--- src/sv/fkvt_pkg.sv ---
`timescale 1ns / 1ps
`default_nettype none

package fkvt_pkg;

    // Byte roles
    localparam logic [1:0] ROLE_NONE  = 2'd0;
    localparam logic [1:0] ROLE_KEY   = 2'd1;
    localparam logic [1:0] ROLE_VALUE = 2'd2;

    // Error codes
    localparam logic [3:0] ERR_OK       = 4'd0;
    localparam logic [3:0] ERR_NOBRACE  = 4'd1;
    localparam logic [3:0] ERR_EARLYEND = 4'd2;
    localparam logic [3:0] ERR_UNBAL    = 4'd3;
    localparam logic [3:0] ERR_QUOTE    = 4'd4;
    localparam logic [3:0] ERR_KEYCHAR  = 4'd5;
    localparam logic [3:0] ERR_COLON    = 4'd6;
    localparam logic [3:0] ERR_BETWEEN  = 4'd7;
    localparam logic [3:0] ERR_STUCK    = 4'd8;

    // Structural bytes
    localparam logic [7:0] CH_NUL    = 8'h00;
    localparam logic [7:0] CH_LBRACE = 8'h7B;
    localparam logic [7:0] CH_RBRACE = 8'h7D;
    localparam logic [7:0] CH_COLON  = 8'h3A;
    localparam logic [7:0] CH_COMMA  = 8'h2C;
    localparam logic [7:0] CH_QUOTE  = 8'h22;
    localparam logic [7:0] CH_SPACE  = 8'h20;

    typedef struct packed {
        logic [1:0] role;
        logic [7:0] out_ch;
        logic       pair_done;
        logic       object_done;
        logic [3:0] err;
    } result_t;

    // ASCII letters and digits only
    function automatic logic is_alnum(input logic [7:0] c);
        is_alnum = (c >= 8'h30 && c <= 8'h39) ||
                   (c >= 8'h41 && c <= 8'h5A) ||
                   (c >= 8'h61 && c <= 8'h7A);
    endfunction

endpackage

`default_nettype wire

--- src/sv/flat_key_value_object_tokenizer.sv ---
`timescale 1ns / 1ps
`default_nettype none

// Channel   Direction  Width  Contents
// s_*       in         8      s_tdata[7:0] = ch, one text byte per request
// m_*       out        16+2+1 out_ch, pair_done, err in m_tdata;
//                             role on m_tuser; object_done on m_tlast
//
// One byte per cycle sustained while m_tready stays high: each byte goes from
// the input register through the parser step logic into the result register,
// whose valid flag drives m_tvalid.
// Reset (rst_n low) returns the parser to idle with the quote flag clear;
// an error stays latched until the next reset.
// A stalled m_tready holds the result; s_tready stays high while the input
// register is empty or its byte can move into the result register.
module flat_key_value_object_tokenizer (
    input  wire logic        clk,
    input  wire logic        rst_n,

    input  wire logic        s_tvalid,
    output      logic        s_tready,
    input  wire logic [7:0]  s_tdata,   // [7:0] ch

    output      logic        m_tvalid,
    input  wire logic        m_tready,
    output      logic [15:0] m_tdata,   // [7:0] out_ch, [8] pair_done, [12:9] err,
                                        // [15:13] zero
    output      logic [1:0]  m_tuser,   // [1:0] role
    output      logic        m_tlast    // object_done
);
    import fkvt_pkg::*;

    logic       in_valid_reg, in_valid_next;
    logic [7:0] ch_reg;
    logic       out_valid_reg, out_valid_next;
    logic       advance;
    logic       step_en;
    result_t    res;

    // advance when the result register is free or being drained this cycle
    assign advance  = !out_valid_reg || m_tready;
    assign step_en  = in_valid_reg && advance;
    assign s_tready = !in_valid_reg || advance;

    always_comb
    begin
        if (s_tvalid && s_tready)
            in_valid_next = 1'b1;
        else if (step_en)
            in_valid_next = 1'b0;
        else
            in_valid_next = in_valid_reg;

        if (step_en)
            out_valid_next = 1'b1;
        else if (m_tready)
            out_valid_next = 1'b0;
        else
            out_valid_next = out_valid_reg;
    end

    always_ff @(posedge clk or negedge rst_n)
    begin
        if (!rst_n)
        begin
            in_valid_reg  <= 1'b0;
            out_valid_reg <= 1'b0;
        end
        else
        begin
            in_valid_reg  <= in_valid_next;
            out_valid_reg <= out_valid_next;
        end
    end

    // capture the byte on every accepted request; no reset on payload
    always_ff @(posedge clk)
    begin
        if (s_tvalid && s_tready)
            ch_reg <= s_tdata;
    end

    // parse state and result register
    fkvt_core u_core (
        .clk     (clk),
        .rst_n   (rst_n),
        .step_en (step_en),
        .ch      (ch_reg),
        .res     (res)
    );

    assign m_tvalid = out_valid_reg;
    assign m_tdata  = {3'b000, res.err, res.pair_done, res.out_ch};
    assign m_tuser  = res.role;
    assign m_tlast  = res.object_done;

endmodule

`default_nettype wire

--- src/sv/fkvt_core.sv ---
`timescale 1ns / 1ps
`default_nettype none

module fkvt_core (
    input  wire logic              clk,
    input  wire logic              rst_n,
    input  wire logic              step_en,
    input  wire logic [7:0]        ch,
    output fkvt_pkg::result_t      res
);
    import fkvt_pkg::*;

    typedef enum logic [2:0] {
        PH_IDLE     = 3'd0,
        PH_KEYWAIT  = 3'd1,
        PH_KEY      = 3'd2,
        PH_COLON    = 3'd3,
        PH_VALSTART = 3'd4,
        PH_VALUE    = 3'd5,
        PH_NEXT     = 3'd6,
        PH_ERROR    = 3'd7
    } phase_t;

    phase_t  phase_reg, phase_next;
    logic    quoted_reg, quoted_next;
    result_t res_reg, res_next;

    logic [1:0] role;
    logic       pair;
    logic       obj;
    logic [3:0] err;
    phase_t     phase_step;

    always_comb
    begin
        role        = ROLE_NONE;
        pair        = 1'b0;
        obj         = 1'b0;
        err         = ERR_OK;
        phase_step  = phase_reg;
        quoted_next = quoted_reg;
        case (phase_reg)
            PH_IDLE:
            begin
                if (ch == CH_LBRACE)
                    phase_step = PH_KEYWAIT;
                else if (ch != CH_SPACE)
                    err = ERR_NOBRACE;
            end
            PH_KEYWAIT:
            begin
                if (ch == CH_NUL)
                    err = ERR_EARLYEND;
                else if (ch == CH_QUOTE)
                begin
                    quoted_next = 1'b1;
                    phase_step  = PH_KEY;
                end
                else if (is_alnum(ch))
                begin
                    role       = ROLE_KEY;
                    phase_step = PH_KEY;
                end
                else
                    err = ERR_KEYCHAR;
            end
            PH_KEY:
            begin
                if (ch == CH_NUL)
                    err = ERR_EARLYEND;
                else if (ch == CH_QUOTE)
                begin
                    if (quoted_reg)
                    begin
                        quoted_next = 1'b0;
                        phase_step  = PH_COLON;
                    end
                    else
                        err = ERR_QUOTE;
                end
                else if (ch == CH_COLON)
                begin
                    if (quoted_reg)
                        err = ERR_UNBAL;
                    else
                        phase_step = PH_VALSTART;
                end
                else if (is_alnum(ch))
                    role = ROLE_KEY;
                else
                    err = ERR_KEYCHAR;
            end
            PH_COLON:
            begin
                if (ch == CH_COLON)
                    phase_step = PH_VALSTART;
                else
                    err = ERR_COLON;
            end
            PH_VALSTART, PH_VALUE:
            begin
                if (ch == CH_NUL)
                    err = ERR_EARLYEND;
                else if (ch == CH_QUOTE)
                begin
                    if (phase_reg == PH_VALSTART)
                    begin
                        quoted_next = 1'b1;
                        phase_step  = PH_VALUE;
                    end
                    else if (quoted_reg)
                    begin
                        quoted_next = 1'b0;
                        pair        = 1'b1;
                        phase_step  = PH_NEXT;
                    end
                    else
                        err = ERR_QUOTE;
                end
                else if (ch == CH_COMMA)
                begin
                    if (quoted_reg)
                        role = ROLE_VALUE;
                    else
                    begin
                        pair       = 1'b1;
                        phase_step = PH_KEYWAIT;
                    end
                end
                else if (ch == CH_RBRACE)
                begin
                    if (quoted_reg)
                        err = ERR_UNBAL;
                    else
                    begin
                        pair       = 1'b1;
                        obj        = 1'b1;
                        phase_step = PH_IDLE;
                    end
                end
                else
                    role = ROLE_VALUE;
            end
            PH_NEXT:
            begin
                if (ch == CH_COMMA)
                    phase_step = PH_KEYWAIT;
                else if (ch == CH_RBRACE)
                begin
                    obj        = 1'b1;
                    phase_step = PH_IDLE;
                end
                else
                    err = ERR_BETWEEN;
            end
            default:
                err = ERR_STUCK;
        endcase

        // any error clears the other outputs and locks the parser
        if (err != ERR_OK)
        begin
            role       = ROLE_NONE;
            pair       = 1'b0;
            obj        = 1'b0;
            phase_next = PH_ERROR;
        end
        else
            phase_next = phase_step;

        res_next.role        = role;
        res_next.out_ch      = (role != ROLE_NONE) ? ch : 8'h00;
        res_next.pair_done   = pair;
        res_next.object_done = obj;
        res_next.err         = err;
    end

    always_ff @(posedge clk or negedge rst_n)
    begin
        if (!rst_n)
        begin
            phase_reg  <= PH_IDLE;
            quoted_reg <= 1'b0;
        end
        else if (step_en)
        begin
            phase_reg  <= phase_next;
            quoted_reg <= quoted_next;
            res_reg    <= res_next;
        end
    end

    assign res = res_reg;

    a_stuck: assert property (@(posedge clk) disable iff (!rst_n)
        step_en && phase_reg == PH_ERROR |=> res_reg.err == ERR_STUCK && phase_reg == PH_ERROR)
        else $error("error state left or not reported as stuck");

    a_err_clean: assert property (@(posedge clk) disable iff (!rst_n)
        step_en |=> res_reg.err == ERR_OK ||
            (res_reg.role == ROLE_NONE && !res_reg.pair_done && !res_reg.object_done &&
             phase_reg == PH_ERROR))
        else $error("error result carries other fields or parser not locked");

    a_obj_idle: assert property (@(posedge clk) disable iff (!rst_n)
        step_en |=> !res_reg.object_done || (phase_reg == PH_IDLE && !quoted_reg))
        else $error("object end without returning to idle");

    a_hold: assert property (@(posedge clk) disable iff (!rst_n)
        !step_en |=> $stable(phase_reg) && $stable(quoted_reg))
        else $error("parser state moved without a step");

    a_echo: assert property (@(posedge clk) disable iff (!rst_n)
        step_en |=> res_reg.role != ROLE_NONE || res_reg.out_ch == 8'h00)
        else $error("byte echoed on a structural result");

endmodule

`default_nettype wire

--- config.mk ---
export PLATFORM = sky130hd
export DESIGN_NAME = flat_key_value_object_tokenizer
export DESIGN_NICKNAME = d
export VERILOG_FILES = /design/src/sv/fkvt_pkg.sv /design/src/sv/flat_key_value_object_tokenizer.sv /design/src/sv/fkvt_core.sv
export SDC_FILE = /design/constraint.sdc
export NUM_CORES = 1
export LEC_CHECK = 0
export ABC_AREA = 1
export ABC_CLOCK_PERIOD_IN_PS = 2100
export CAP_MARGIN = 20
export CORE_MARGIN = 4
export CORE_UTILIZATION = 60
export CTS_CLUSTER_SIZE = 28
export DETAILED_ROUTE_END_ITERATION = 8
export DONT_BUFFER_PORTS = 1
export GPL_ROUTABILITY_DRIVEN = 0
export PLACE_DENSITY = 0.76
export SETUP_SLACK_MARGIN = 0.5
export SYNTH_ARGS = -nofsm -noshare
export SYNTH_HDL_FRONTEND = slang
export SYNTH_HIERARCHICAL = 1
export SYNTH_SLANG_ARGS = --single-unit
--- constraint.sdc ---
create_clock -name clk -period 2.1 [get_ports clk]
set_input_delay 0.315 -clock clk [delete_from_list [all_inputs] [get_ports clk]]
set_output_delay 0.315 -clock clk [all_outputs]
set_load 0.02 [all_outputs]
==> results of run 1 <==
## cell usage in the layout, fill, tap and decap left out, drive strengths merged
| master | instances |
|---|---|
| nand3 | 31 |
| nor4 | 1 |
| inv | 32 |
| a211oi | 2 |
| bufinv | 1 |
| conb | 3 |
| nor3 | 6 |
| dfrtp | 6 |
| clkbuf | 5 |
| nand3b | 1 |
| o21ai | 6 |
| nor3b | 1 |
| edfxtp | 24 |
| nand2 | 60 |
| nor2 | 38 |
| dlygate4sd3 | 1 |
| mux2 | 1 |
| clkinv | 2 |
| clkinvlp | 1 |
| or2 | 1 |
| a21oi | 4 |
| buf | 25 |
## worst min-delay path by stage
stage                     cells after the start  startpoint  slack, ns                  end
after floorplan                               0       rst_n       0.02         in_valid_reg
after global placement                        0       rst_n       0.02  u_core/phase_reg[2]
after detailed placement                      0       rst_n       0.02         in_valid_reg
after CTS                                     0  s_tdata[7]       0.07            ch_reg[7]
after global routing                          0  s_tdata[7]       0.04            ch_reg[7]
final                                         2    s_tvalid       0.07         in_valid_reg
## power groups by stage
| stage | sequential, µW | combinational (µW) | clock (µW) |
|---|---|---|---|
| 2_1_floorplan | 884 | 762 | 0 |
| 3_3_place_gp | 903 | 896 | 0 |
| 3_5_place_dp | 909 | 931 | 0 |
| 4_1_cts | 897 | 1100 | 450 |
| 5_1_grt | 916 | 1410 | 487 |
| 6_report | 910 | 1310 | 449 |
## per-stage QoR
step | cell area [µm²] | total power [µW] | utilization [%] | cells | TNS, ns
floorplan | 1830 | 1650 | - | 222 | 0
global placement | 1850 | 1800 | 65.8 | 250 | 0
detailed placement | 1850 | 1840 | 65.8 | 250 | 0
CTS | 2140 | 2450 | 76.3 | 276 | 0
global route | 2300 | 2820 | 81.8 | 283 | -0.205
finish | 2300 | 2670 | 81.8 | 283 | 0
## cells by family after synthesis
group / Yosys count / synth area share, %
AOI/OAI and AO/OA: 12 / 3.84
muxes: 1 / 0.628
DFF: 30 / 48.5
and+or+nand+nor: 138 / 37.8
other: 1 / 0.209
buffers and inverters: 38 / 9.00
## cell type report
class                           instances  area, µm²
Clock buffer                            5       37.5
Multi-Input combinational cell        155        953
Timing Repair Buffer                   26        221
Fill cell                             138        509
Tap cell                               31       38.8
Inverter                               33        133
Clock inverter                          3       40.0
Sequential cell                        30        872
## metal layers
metal  global-route usage [%]  routed length, µm  vias up
met1                     28.2               1950      820
met5                        0                  0        -
met4                     12.9                404        0
met2                     37.7               2410      175
li1                         -                  -      767
met3                     8.27                661       59
## critical path, cell delays in order (launching register included)
cell	delay [ns]
edfxtp_1	0.50
inv_1	0.12
nand2_1	0.10
nor2_4	0.18
nand2_4	0.11
buf_6	0.15
nand2_1	0.06
o21ai_0	0.11
nor2_1	0.17
nand3_2	0.12
nand3_4	0.11
nand2_2	0.07
nand2_1	0.06
nand2_1	0.05
## timing repair
action                                  CTS  global route
endpoints found under the setup margin   15            32
setup buffers                            16             7
pin swaps                                 6            19
hold buffers                              1             0
hold endpoints to repair                  6             0
gates resized for setup                  24            25
gates cloned                              1             0
==> out/summary.txt, run 1 <==
Chip width - 62.7 µm
Sw Ratio - 44.0%
Unrepaired setup endpoints after global routing - yes
Final Hold Viols - 0
Post-DP HPWL - 2680 µm
Commonest cells in the netlist - 54 x nand2_1, 30 x nor2_1, 25 x inv_1, 25 x nand3_1, 24 x edfxtp_1
Post-synth top flop - edfxtp_1
Num CTS Buffers - 5
Yosys top cell area share - 40.2%
Int Pwr - 1490 µW
Crit path kind - flop to flop
Clock Latency Late Sink - 0.34 ns
Worst R2R Setup Slack - 0.08 ns
Clock Power Share - 16.8%
Sequential share of power - 34.1%
Maximum fanout along the worst path - 5
Minimum clock period - 2.02 ns
Top area cells in the synthesized netlist - edfxtp_1 40%, nand2_1 11%, dfrtp_1 8.4%
Cell area after synthesis - 1790 µm²
Post-synthesis sequential area ratio - 48.5%
Mapped Cells - 220
R2R depth - 13
Clk sinks - 30
Port Buf Inserts - 0
CTS tree - yes
Root cell of the clock tree - clkbuf_4
Largest net degree at the start of global routing - 17
Vias - 1,821
Slew headroom - 64.2%
Core area - 2810 µm²
Critical Path End - u_core/phase_reg[1]
Fmax - 495 MHz
Hold Slack - 0.0665 ns
Die ar. - 3930 µm²
Final worst slack - 0.0803 ns
Synth async-reset ratio - 20.0%
Arrival time at the worst endpoint - 2.24 ns
Initial DRC count - 307
Hold Crit Class - input port to flop
Post-synthesis register bit count - 30
Clock transition at path regs - 0.11 ns
Startpoint Class - flop
Final Max Tran Viols - 0
Via count of the first global-routing pass - 1,547
Comb power frac - 49.1%
Synth area leader - edfxtp_1
Element type at the critical path end - flop
Status - finished, final reports clean
Clock Path Buffers - 2
Post-Place Worst Slack - 0.183 ns
VDD IR-drop max - 0.774 mV
Tcrit/Tclk final - 96.2%
Reg-to-reg startpoint - ch_reg[3]
Largest register FFs - 16
Diodes inserted - 0
Layout cells sized above 1 - 42.1%
Number of flops mapped to enable cells by yosys - 24
Post-DR wirelength/cell - 19.2 µm
Number of H-tree levels - 2
Net Sw Power - 1180 µW
Worst-Margin Slew - 0.532 ns
Starting Density - 64.0%
Most common cell in the netlist - nand2_1
Layout Skew - 0.0250 ns
Final setup fails - 0
Row count - 19
Number of iterations in the first detailed-routing pass - 6
Reg-to-Reg End - u_core/phase_reg[1]
First-pass GRT wire length - 7270 µm
Max Cap Viol - 0
Grt ovf - 0
Yosys cell types - 26
Avg Inst Size Synth - 8.16 µm²
Die Ht - 62.7 µm
Worst setup path startpoint - ch_reg[3]
CP required - 2.32 ns
Gr usage total - 23.8%
Area grow syn2layout - 28.0%
Initial antenna violation count - 0
IO Count - 33
Detail Route Antenna Nets - 0
Drt total wl - 5430 µm
Fin nets - 263
Residual DRC - 0
PD cells - 1160 nW/µm²
Ys Warns - 6
Via density - 6.43
Leakage power - 0.00106 µW
Power figures use the tool's default switching activity.
==> run 2: changes to the inputs <==
ABC_CLOCK_PERIOD_IN_PS = 1900   (was 2100)
HOLD_SLACK_MARGIN = 0.08   (was default)
clock period = 1.9 ns   (was 2.1 ns; I/O delays follow)
==> out/summary.txt, run 2 (same netlist as run 1, synthesis figures left out) <==
Worst setup path startpoint - ch_reg[3] (unchanged)
Die Ht - 62.7 µm (unchanged)
Fmax - 508 MHz (was 495 MHz)
CP max stage cell - edfxtp_1 (unchanged)
PD cells - 1180 nW/µm² (was 1160 nW/µm²)
Die ar. - 3930 µm² (unchanged)
Status - finished, violations left (was finished, final reports clean)
R2R depth - 12 (was 13)
Grt met1 use - 27.5% (was 28.2%)
Clock transition at path regs - 0.09 ns (was 0.11 ns)
Via count of the first global-routing pass - 1,549 (was 1,547)
Maximum fanout along the worst path - 6 (was 5)
Met3 usage - 8.27% (unchanged)
Core area - 2810 µm² (unchanged)
Largest net degree at the start of global routing - 17 (unchanged)
Drt total wl - 5230 µm (was 5430 µm)
Initial antenna violation count - 0 (unchanged)
Arrival time at the worst endpoint - 2.19 ns (was 2.24 ns)
Most common library cell in the layout ignoring fill and taps - nand2_1 (unchanged)
Tcrit/Tclk final - 104% (was 96.2%)
Port Buf Inserts - 0 (unchanged)
Chip width - 62.7 µm (unchanged)
Minimum clock period - 1.97 ns (was 2.02 ns)
Leakage power - 0.00109 µW (was 0.00106 µW)
Setup TNS - -0.269 ns (was 0 ns)
Grt ovf - 0 (unchanged)
Layout cells sized above 1 - 38.9% (was 42.1%)
Worst-Margin Slew - 0.526 ns (was 0.532 ns)
Final worst slack - -0.0686 ns (was 0.0803 ns)
CP required - 2.12 ns (was 2.32 ns)
Startpoint Class - flop (unchanged)
Diodes inserted - 0 (unchanged)
Final Max Tran Viols - 0 (unchanged)
Worst R2R Setup Slack - -0.07 ns (was 0.08 ns)
Crit path kind - flop to flop (unchanged)
Initial DRC count - 320 (was 307)
Largest register FFs - 16 (unchanged)
Number of H-tree levels - 2 (unchanged)
CTS tree - yes (unchanged)
VDD IR-drop max - 0.830 mV (was 0.774 mV)
Reg-to-reg startpoint - ch_reg[3] (unchanged)
Post-DR wirelength/cell - 18.2 µm (was 19.2 µm)
Dpl cell area - 1860 µm² (was 1850 µm²)
Crit path largest cell delay - 0.51 ns (was 0.50 ns)
Number of iterations in the first detailed-routing pass - 6 (unchanged)
Design area - 2330 µm² (was 2300 µm²)
Num CTS Buffers - 5 (unchanged)
Unrepaired setup endpoints after global routing - yes (unchanged)
Max Cap Viol - 0 (unchanged)
Failing checks - negative setup slack
Slew headroom - 64.7% (was 64.2%)
Clk sinks - 30 (unchanged)
Met2 Usage GRT - 36.5% (was 37.7%)
Gr usage total - 23.3% (was 23.8%)
Residual DRC - 0 (unchanged)
Vias - 1,798 (was 1,821)
Final Hold Viols - 0 (unchanged)
Most Crowded Layer GR - met2 (unchanged)
Starting Density - 64.0% (unchanged)
Final setup fails - 9 (was 0)
Fin nets - 269 (was 263)
Row count - 19 (unchanged)
Layout Skew - 0.0131 ns (was 0.0250 ns)
Reg-to-Reg End - u_core/phase_reg[0] (was u_core/phase_reg[1])
Critical Path End - u_core/phase_reg[0] (was u_core/phase_reg[1])
Root cell of the clock tree - clkbuf_4 (unchanged)
First-pass GRT wire length - 7090 µm (was 7270 µm)
Hold Crit Class - input port to flop (unchanged)
Area grow syn2layout - 30.1% (was 28.0%)
Detail Route Antenna Nets - 0 (unchanged)
Post-DP HPWL - 2750 µm (was 2680 µm)
CP Cell Sequence - inv_2, nand2_1, nor2_4, buf_4, nand2_2, nor2_1, nor3_1, nor2_4, nand3_4, nand2_4, nand2_2, nand2_1 (was inv_1, nand2_1, nor2_4, nand2_4, buf_6, nand2_1, o21ai_0, nor2_1, nand3_2, nand3_4, nand2_2, nand2_1, nand2_1)
Element type at the critical path end - flop (unchanged)
IO Count - 33 (unchanged)
Commonest non-fill, non-tap cells in the layout - 41 x nand2_1, 24 x edfxtp_1, 21 x nand3_1 (was 41 x nand2_1, 24 x edfxtp_1, 21 x buf_4, 21 x nand3_1, 20 x nor2_1)
Via density - 6.24 (was 6.43)
Clock Latency Late Sink - 0.34 ns (about the same)
Clock Path Buffers - 2 (unchanged)
[run 2: changes by cell type in the layout (fill, tap and decap cells not counted), sizes merged]
cell,change
buf,-3
bufinv,-1
dlygate4sd3,+9
[run 2: per-layer routing]
metal  up-vias  wire (µm)
li1        780          -
met3        49        670
met5         -          0
met2       176       2360
met4         0        374
met1       793       1830
[run 2: what timing repair did]
action / CTS / global route
setup endpoints to repair: 36 / 36
hold buffers: 10 / 0
resized for setup: 17 / 24
cloned: 1 / 0
hold endpoints to repair: 15 / 0
pin swaps: 15 / 16
setup buffers: 13 / 8
[run 2: critical path, delay by kind of cell (launching register included)]
family        cells  cell delay [ns]
flops             1             0.51
simple gates     10             1.14
buf+inv           2             0.21
[run 2: area by class of cell]
cell class | count | area [µm²]
flip-flops and latches | 30 | 872
fillers | 152 | 472
well taps | 31 | 38.8
multi-input cells | 155 | 958
repair buffers | 32 | 289
clock inverters | 2 | 10.0
inverters | 33 | 128
clock buffers | 5 | 37.5
[run 2: worst min path at each step]
stage | start | to | slack [ns] | depth (start not counted)
global route | m_tready | m_tvalid | 0.15 | 3
CTS | m_tready | m_tvalid | 0.12 | 3
finish | m_tready | m_tvalid | 0.13 | 3
global placement | rst_n | u_core/phase_reg[2] | -0.01 | 0
detailed placement | rst_n | in_valid_reg | -0.01 | 0
floorplan | rst_n | in_valid_reg | -0.01 | 0
[run 2: power breakdown]
group / switching [µW] / internal [µW] / leakage (µW)
Sequential: 148 / 852 / 0.000299
Combinational: 877 / 523 / 0.000759
Clock: 218 / 133 / 0.0000308
Total: 1240 / 1510 / 0.00109
[run 2: metrics by stage]
step,worst slack (ns),total power [µW],utilization [%],hold WS (ns),instances
floorplan,0.308,1830,-,-0.0106,222
global placement,0.0673,2000,66.1,-0.0104,249
detailed placement,-0.0346,2050,66.1,-0.0103,249
CTS,0.0174,2480,77.6,0.116,280
global route,-0.180,2910,83.2,0.149,288
finish,-0.0686,2750,83.2,0.130,288
